==> config.mk <==
export PLATFORM = sky130hd
export DESIGN_NAME = sorted_weight_insert_list
export DESIGN_NICKNAME = d
export VERILOG_FILES = /design/src/design/swil_pkg.sv /design/src/design/swil_cell.sv /design/src/design/swil_ctrl.sv /design/src/design/sorted_weight_insert_list.sv
export SDC_FILE = /design/constraint.sdc
export NUM_CORES = 2
export LEC_CHECK = 0
export BUFFER_PORTS_ARGS = -buffer_cell sky130_fd_sc_hd__buf_2
export CAP_MARGIN = 40
export CORE_ASPECT_RATIO = 1.2
export CORE_MARGIN = 2
export CORE_UTILIZATION = 45
export DETAILED_ROUTE_END_ITERATION = 10
export HOLD_SLACK_MARGIN = 0.02
export PLACE_DENSITY_LB_ADDON = 0.2
export SLEW_MARGIN = 0
export SYNTH_ARGS = -nofsm -noshare
export SYNTH_HDL_FRONTEND = slang
export SYNTH_SLANG_ARGS = --single-unit
==> constraint.sdc <==
create_clock -name aclk -period 5.4 [get_ports aclk]
set_input_delay 1.08 -clock aclk [delete_from_list [all_inputs] [get_ports aclk]]
set_output_delay 1.08 -clock aclk [all_outputs]
set_load 0.005 [all_outputs]
==> src/design/swil_pkg.sv <==
`default_nettype none

package swil_pkg;

    // Default number of cells in the chain.
    localparam int LIST_DEPTH_DEF = 32;

    localparam int SYM_W = 8;
    localparam int WT_W  = 16;

    // Command codes carried on the input tuser bit.
    localparam logic CMD_INSERT = 1'b0;
    localparam logic CMD_DUMP   = 1'b1;

    // One stored list entry.
    typedef struct packed {
        logic [WT_W-1:0]  wt;
        logic [SYM_W-1:0] sym;
    } entry_t;

    // Operation broadcast from the controller to every cell.
    typedef struct packed {
        logic   insert;
        logic   rotate;
        entry_t new_entry;
    } op_t;

    typedef enum logic {
        ST_IDLE,
        ST_DUMP
    } state_t;

endpackage

`default_nettype wire

==> src/design/swil_cell.sv <==
`default_nettype none

module swil_cell (
    input  wire logic              aclk,
    input  wire logic              aresetn,
    input  wire swil_pkg::op_t     op,
    input  wire swil_pkg::entry_t  prev_data,
    input  wire logic              prev_valid,
    input  wire logic              prev_ge,
    input  wire swil_pkg::entry_t  next_data,
    input  wire logic              next_valid,
    input  wire swil_pkg::entry_t  head_data,
    output swil_pkg::entry_t       data,
    output logic                   valid,
    output logic                   ge
);
    import swil_pkg::*;

    entry_t data_reg;
    entry_t data_next;
    logic   valid_reg;
    logic   valid_next;
    logic   is_tail;

    // An empty cell or one holding a weight at or above the new one yields its place.
    assign ge      = !valid_reg || (data_reg.wt >= op.new_entry.wt);
    assign is_tail = valid_reg && !next_valid;

    always_comb begin
        data_next  = data_reg;
        valid_next = valid_reg;
        if (op.insert) begin
            // Shift right behind the insertion point, load the new entry at it.
            if (prev_ge) begin
                data_next = prev_data;
            end else if (ge) begin
                data_next = op.new_entry;
            end
            valid_next = valid_reg | prev_valid;
        end else if (op.rotate) begin
            // Rotate the occupied part of the chain toward the head.
            data_next = is_tail ? head_data : next_data;
        end
    end

    // Entry payload needs no reset.
    always_ff @(posedge aclk) begin
        data_reg <= data_next;
    end

    always_ff @(posedge aclk) begin
        if (!aresetn) begin
            valid_reg <= 1'b0;
        end else begin
            valid_reg <= valid_next;
        end
    end

    assign data  = data_reg;
    assign valid = valid_reg;

endmodule

`default_nettype wire

==> src/design/swil_ctrl.sv <==
`default_nettype none

module swil_ctrl #(
    parameter int LIST_DEPTH = swil_pkg::LIST_DEPTH_DEF
) (
    input  wire logic              aclk,
    input  wire logic              aresetn,
    input  wire logic              s_tvalid,
    output logic                   s_tready,
    input  wire logic [23:0]       s_tdata,
    input  wire logic              s_tuser,
    output logic                   m_tvalid,
    input  wire logic              m_tready,
    output logic [23:0]            m_tdata,
    output logic                   m_tlast,
    output logic [1:0]             m_tuser,
    input  wire swil_pkg::entry_t  head_data,
    output swil_pkg::op_t          op
);
    import swil_pkg::*;

    localparam int CW = $clog2(LIST_DEPTH + 1);

    state_t        state_reg, state_next;
    logic [CW-1:0] count_reg, count_next;
    logic [CW-1:0] remain_reg, remain_next;
    logic          ovf_reg, ovf_next;
    logic          mvalid_reg, mvalid_next;
    entry_t        mdata_reg, mdata_next;
    logic          mlast_reg, mlast_next;
    logic          mempty_reg, mempty_next;
    logic          movf_reg, movf_next;

    logic          in_xfer;
    logic          full;
    logic          slot_free;

    assign s_tready  = (state_reg == ST_IDLE);
    assign in_xfer   = s_tvalid && s_tready;
    assign full      = (count_reg == CW'(LIST_DEPTH));
    assign slot_free = !mvalid_reg || m_tready;

    // Next state, list bookkeeping and output stage loading.
    always_comb begin
        state_next       = state_reg;
        count_next       = count_reg;
        remain_next      = remain_reg;
        ovf_next         = ovf_reg;
        mvalid_next      = mvalid_reg && !m_tready;
        mdata_next       = mdata_reg;
        mlast_next       = mlast_reg;
        mempty_next      = mempty_reg;
        movf_next        = movf_reg;
        op.insert        = 1'b0;
        op.rotate        = 1'b0;
        op.new_entry.sym = s_tdata[7:0];
        op.new_entry.wt  = s_tdata[23:8];

        case (state_reg)
            ST_IDLE: begin
                if (in_xfer) begin
                    if (s_tuser == CMD_DUMP) begin
                        remain_next = count_reg;
                        state_next  = ST_DUMP;
                    end else if (full) begin
                        ovf_next = 1'b1;
                    end else begin
                        op.insert  = 1'b1;
                        count_next = count_reg + CW'(1);
                    end
                end
            end
            ST_DUMP: begin
                if (slot_free) begin
                    mvalid_next = 1'b1;
                    movf_next   = ovf_reg;
                    if (count_reg == '0) begin
                        mdata_next  = '0;
                        mlast_next  = 1'b1;
                        mempty_next = 1'b1;
                        state_next  = ST_IDLE;
                    end else begin
                        // Emit the head and rotate it to the tail of the list.
                        mdata_next  = head_data;
                        mlast_next  = (remain_reg == CW'(1));
                        mempty_next = 1'b0;
                        op.rotate   = 1'b1;
                        remain_next = remain_reg - CW'(1);
                        if (remain_reg == CW'(1)) begin
                            state_next = ST_IDLE;
                        end
                    end
                end
            end
            default: begin
                state_next = ST_IDLE;
            end
        endcase
    end

    always_ff @(posedge aclk) begin
        if (!aresetn) begin
            state_reg  <= ST_IDLE;
            count_reg  <= '0;
            ovf_reg    <= 1'b0;
            mvalid_reg <= 1'b0;
        end else begin
            state_reg  <= state_next;
            count_reg  <= count_next;
            ovf_reg    <= ovf_next;
            mvalid_reg <= mvalid_next;
        end
    end

    // Output payload and dump counter carry no reset.
    always_ff @(posedge aclk) begin
        remain_reg <= remain_next;
        mdata_reg  <= mdata_next;
        mlast_reg  <= mlast_next;
        mempty_reg <= mempty_next;
        movf_reg   <= movf_next;
    end

    assign m_tvalid = mvalid_reg;
    assign m_tdata  = {mdata_reg.wt, mdata_reg.sym};
    assign m_tlast  = mlast_reg;
    assign m_tuser  = {movf_reg, mempty_reg};

endmodule

`default_nettype wire

==> src/design/sorted_weight_insert_list.sv <==
// Insert: one transfer per cycle while idle, back to back; the entry sits in the chain from the
// next cycle (a full list drops it and sets the overflow flag). Dump: results leave at one per
// cycle while m_tready is high; each entry rotates through cell 0 and back to the tail.
// s_tready stays low from the dump command until its last result enters the output stage.
// Reset (aresetn low, synchronous) clears cell valid bits, entry count, overflow flag, output valid, state.
`default_nettype none

module sorted_weight_insert_list #(
    parameter int LIST_DEPTH = swil_pkg::LIST_DEPTH_DEF
) (
    input  wire logic        aclk,
    input  wire logic        aresetn,
    input  wire logic        s_tvalid,
    output logic             s_tready,
    input  wire logic [23:0] s_tdata,   // [7:0] symbol, [23:8] weight
    input  wire logic        s_tuser,   // [0] cmd
    output logic             m_tvalid,
    input  wire logic        m_tready,
    output logic [23:0]      m_tdata,   // [7:0] out_symbol, [23:8] out_weight
    output logic             m_tlast,
    output logic [1:0]       m_tuser    // [0] empty_res, [1] overflow
);
    import swil_pkg::*;

    op_t                   op;
    entry_t                cell_data [LIST_DEPTH];
    logic [LIST_DEPTH-1:0] cell_valid;
    logic [LIST_DEPTH-1:0] cell_ge;

    swil_ctrl #(
        .LIST_DEPTH (LIST_DEPTH)
    ) u_ctrl (
        .aclk      (aclk),
        .aresetn   (aresetn),
        .s_tvalid  (s_tvalid),
        .s_tready  (s_tready),
        .s_tdata   (s_tdata),
        .s_tuser   (s_tuser),
        .m_tvalid  (m_tvalid),
        .m_tready  (m_tready),
        .m_tdata   (m_tdata),
        .m_tlast   (m_tlast),
        .m_tuser   (m_tuser),
        .head_data (cell_data[0]),
        .op        (op)
    );

    // Chain of cells, cell 0 holds the smallest weight.
    for (genvar i = 0; i < LIST_DEPTH; i++) begin : g_cell
        entry_t prev_data;
        logic   prev_valid;
        logic   prev_ge;
        entry_t next_data;
        logic   next_valid;

        if (i == 0) begin : g_first
            assign prev_data  = '0;
            assign prev_valid = 1'b1;
            assign prev_ge    = 1'b0;
        end else begin : g_mid
            assign prev_data  = cell_data[i-1];
            assign prev_valid = cell_valid[i-1];
            assign prev_ge    = cell_ge[i-1];
        end

        if (i == LIST_DEPTH - 1) begin : g_last
            assign next_data  = '0;
            assign next_valid = 1'b0;
        end else begin : g_inner
            assign next_data  = cell_data[i+1];
            assign next_valid = cell_valid[i+1];
        end

        swil_cell u_cell (
            .aclk       (aclk),
            .aresetn    (aresetn),
            .op         (op),
            .prev_data  (prev_data),
            .prev_valid (prev_valid),
            .prev_ge    (prev_ge),
            .next_data  (next_data),
            .next_valid (next_valid),
            .head_data  (cell_data[0]),
            .data       (cell_data[i]),
            .valid      (cell_valid[i]),
            .ge         (cell_ge[i])
        );
    end

endmodule

`default_nettype wire

* Word level (Yosys, flattened, before mapping)
Cells that the tools add are included.
** Operators by class
- Div/mod/pow operators :: 0
- Add/sub/neg operators :: 2
- Bitwise operators :: 34
- $mul :: 0
- Mux-type cells :: 180
- Reductions and logical operators :: 138
- Equality and inequality tests :: 39
- Shift operators :: 0
- $lt $le $gt $ge :: 32
** Operators with widths (number)
- 24-bit two-way mux :: 159
- 16-bit >= comparator :: 32
- 3-bit by 1-bit inequality test with 1-bit output, second input constant :: 28
- 2-bit AND reduction :: 32
- 1-bit zero test :: 34
- 1-bit logical AND :: 33
- 1-bit logical OR :: 33
- 1-bit OR :: 31
- 6-bit two-way mux :: 4
- 1-bit two-way mux :: 15
- 6-bit case mux with 2 select lines :: 1
- 4-bit AND reduction :: 3
- 2-bit inequality test, second input constant :: 5
- 3-bit by 2-bit inequality test with 1-bit output, second input constant :: 3
- 6-bit by 1-bit adder with 6-bit output, second input constant :: 1
- 6-bit by 1-bit equality test with 1-bit output, second input constant :: 1
- 6-bit equality test, second input constant :: 1
- 6-bit zero test :: 1
- 6-bit by 1-bit subtractor with 6-bit output, second input constant :: 1
- 1-bit inverter :: 3
- 3-bit AND reduction :: 1
- 2-bit by 1-bit inequality test with 1-bit output, second input constant :: 1
- 1-bit case mux with 2 select lines :: 1
- 2-bit nonzero test :: 1
** Word-level totals
- Output and inout bits :: 29
- Logic and storage cells :: 531
- Register bits :: 842
- Input port bits :: 29
- Memories kept :: 0
- Bits in latches :: 0
- ROM bits :: 0
- Memory bits (writable) :: 0

* Longest topological paths before layout
- Word-level depth :: 7
- Gate-level depth with buffers :: 11

* By module
From an unflattened synthesis, not the netlist that was laid out.
** Unflattened totals
- Cell total of the unflattened synthesis :: 6517
- Area, all modules :: 64225.3 µm²
** By module, submodules not included
- swil_cell at g_cell[0].u_cell ... :: cells each 197, area each 1934.4 µm², times used 21
- swil_cell at g_cell[29].u_cell ... :: cells each 201, area each 1964.4 µm², times used 11
- swil_ctrl :: cells each 167, area each 1988.2 µm², times used 1
- sorted_weight_insert_list :: cells each 2, area each 7.5 µm², times used 1

* Worst setup path before layout
No wires, ideal clock.
- Path kind :: input to register
- From :: in s_tdata[22]
- To :: reg g_cell[7].u_cell.data_reg (netlist bit g_cell[7].u_cell.data[0]), enable pin
- Setup slack :: 500 ps
- Arrival time :: 4496 ps
- Cell stages on the path :: 10
- Cells stage by stage :: inv_1 -> ha_1 -> nand4_1 -> or4_1 -> or4_1 -> nand4b_1 -> buf_6 -> buf_12 -> nor3_1 -> nor2_1
** Between the ends
- Longest elaborated chain between the ends :: 4
- Elaborated cells on any way between the ends :: 6
- Those cells by class :: order compare (2); eq/ne (1); reduce/logical (3)
** RTL lines
- start: declaration :: line sorted_weight_insert_list.sv:15 : input wire logic [23:0] s_tdata,
- 16-bit >= comparator :: line swil_cell.sv:26 : assign ge = !valid_reg || (data_reg.wt >= op.new_entry.wt);
- 1-bit logical OR :: line swil_cell.sv:26
- 3-bit by 1-bit inequality test with 1-bit output (no line) (*)
- 2-bit AND reduction (no line) (*)
- end signal: assignment :: line swil_cell.sv:48 : data_reg <= data_next;
- end: declaration :: line swil_cell.sv:19 : entry_t data_reg;
Mark *: on every way between the ends. The rest lies on a longest branch, timed or not.
A chain may end at the register's enable or synchronous reset.

* Worst setup path in the final report
- From :: in s_tdata[11]
- To :: reg g_cell[14].u_cell.data_reg (netlist bit g_cell[14].u_cell.data[20]), enable pin
** Between the ends
- Longest elaborated chain between the ends :: 4
- Elaborated cells on any way between the ends :: 6
- Those cells by class :: order compare (2); eq/ne (1); reduce/logical (3)
** RTL lines (line)
- 16-bit >= comparator :: swil_cell.sv:26
- 1-bit logical OR :: swil_cell.sv:26
- 3-bit by 1-bit inequality test with 1-bit output (no line) (*)
- 2-bit AND reduction (no line) (*)
- end signal: assignment :: swil_cell.sv:48
- end: declaration :: swil_cell.sv:19
Marked as above.

==> metrics.csv <==
metric;value;unit
fp.dieH;410;um
netSwitchingFraction;0.291;
num_vias;48084;
power.density;274;mW/mm2
clk-insertion-delay-late;0.74;ns
finalNetCount;6386;
coreArea;0.137;mm2
fin_area;0.0678;mm2
maxUsedRoutingLayer;met5;
met3_length;13700;um
antenna_found_initial;5;
gp_congestion;0.876;
fin_total_pwr;18600;uW
rsz0062_at_grt;no;
grt_pass1_wl;311000;um
clockPowerShare;0.391;
skew;0.0529;ns
internal_power;13200;uW
initial_utilization;0.452;
ys.warnings.count;0;
io_buffers;57;
wl_met2;101000;um
ys_top_cells_by_area;edfxtp_1, mux2_2, mux2i_1;
peakVddDrop;0.276;mV
rows;149;
yosys_most_used_dff;edfxtp_1;
drive_gt1_frac;0.204;
stdcell_count;7735;
path_max_fanout;27;
crit_type;primary input to register;
slew_headroom;0.381;
syn_inst;5953;
vias_per_cell;6.22;
synth_common_cells;nand2_1, edfxtp_1, o21ai_0;
hold_viol_final;0;
synth.largest_area_cell;edfxtp_1;
tns;0;ns
post_synth_num_cell_types;55;
first_pass_iters;6;
synth_most_common_cell;nand2_1;
p_sw;5410;uW
cp-end-kind;register;
syn-cell-area;0.0618;mm2
startpoint_type;primary input;
ff2ff_path_depth;9;
n_fill_cell;12451;
drv_slew;0;
routedWlPerCell;27.2;um
comb_power_share;0.168;
antenna_left;0;
synthesis.nets;6498;
dp_cells;7552;
clkTransAtPathRegs;0.06;ns
routed_wl;210000;um
yosys.area.top_type_share;0.389;
cts_tree;done;
place_hpwl;143000;um
cts_setup_buffers;0;
cts_sinks;842;
async_flop_share;0;
yosysSeqAreaShare;0.402;
die_area;0.140;mm2
cts_buffers;99;
clockRootBuffer;clkbuf_16;
ios;58;
required;5.79;ns
syn_to_final_growth;9.72;%
diodes;0;
htreeDepth;3;
largest_register_ffs;768;
clockBufferDepth;3;
drt_iter0_drc;4515;
wl_met1;85200;um
drv_cap;0;
min_path_cells;0;
seqPwrFrac;0.441;
grt.overflow.total;0;
synth-edff-count;801;
holdBufCountCts;0;
grt_use_total;0.292;
crit_arrival;4.43;ns
period_share;0.747;
grt_max_degree;136;
worst_pin_slew;0.905;ns
leakage;0.0303;uW
finalSetupViolCount;0;
hold_path_class;register to register;
ys_seq_elements;842;
status;completed;
syn_area_per_cell;10.4;um2
cts_resized;0;
period_minus_slack;4.03;ns
grt_pass1_vias;48347;
die_width;342;um
fmax;248;MHz
placed_area;0.0644;mm2
drc;0;
[cell usage in the layout, fill, tap and decap left out, types with 39 or more instances in the layout]
cell and n:
inv_1 57, buf_2 56, nand3_1 77, mux2_2 667, edfxtp_1 801, o21ai_0 719
nor3_1 83, a21oi_1 228, dfxtp_1 41, ha_1 516, nand2_1 924, clkbuf_16 101
nand2b_1 48, mux2i_1 667, buf_4 188, nor2_1 101, nand4_1 50, a2111oi_0 39
nor2b_1 39
[worst paths after layout]
kind	start	to	slack, ns
worst max-delay path	s_tdata[11]	g_cell[14].u_cell.data[20]	1.37
worst min-delay path	u_ctrl.ovf_reg	u_ctrl.movf_reg	0.45
worst max register to register	u_ctrl.count_reg[0]	g_cell[24].u_cell.data[0]	1.65
worst min register to register	u_ctrl.ovf_reg	u_ctrl.movf_reg	0.45
[per-layer routing]
layer,vias to the layer above,GRT usage
met3,560,0.0391
li1,21950,-
met4,4,0.135
met1,23623,0.368
met5,-,0
met2,1947,0.495
[kinds of logic (layout without fill, tap and decap cells)]
group,after synthesis,count (layout),synth area share
AO/OA/AOI/OAI,1204,1204,0.110
XOR/XNOR,9,9,0.00128
buffers and inverters,590,560,0.0480
multiplexers,1334,1334,0.229
AND/OR/NAND/NOR,1458,1458,0.104
flip-flops,842,842,0.402
adder cells (fa/ha/maj),516,516,0.104
[stage by stage]
step	hold WS [ns]	setup WS (ns)	utilization
after floorplan	0.409	0.500	-
after global placement	0.438	0.639	0.465
after detailed placement	0.443	0.710	0.470
after CTS	0.453	1.46	0.496
after global routing	0.475	1.22	0.496
final	0.450	1.37	0.496
[power by group through the flow]
stage | registers, uW | logic, uW | clock network, uW
after floorplan | 8120 | 2010 | 0
after global placement | 8340 | 2920 | 0
after detailed placement | 8330 | 3060 | 0
after CTS | 8200 | 3070 | 7380
after global routing | 8240 | 3440 | 7600
final | 8210 | 3120 | 7280
[cell type report]
cell class / instances / area (um2) / area share
Tap cell: 1812 / 2270 / 0.0334
Timing Repair Buffer: 304 / 2830 / 0.0416
Inverter: 73 / 274 / 0.00404
Clock buffer: 124 / 2730 / 0.0403
Sequential cell: 842 / 24900 / 0.367
Multi-Input combinational cell: 4521 / 34100 / 0.503
Clock inverter: 59 / 722 / 0.0106
[worst max-delay path, stage by stage]
cell and delay [ns]:
buf_2 0.12, inv_2 0.58, ha_1 0.29, a2111oi_0 0.10, or4b_2 0.70, nand4b_1 0.11
buf_4 0.44, nor3_1 0.11, nor2_2 0.45, buf_4 0.39
No activity file was read; power rests on OpenSTA's default activity.
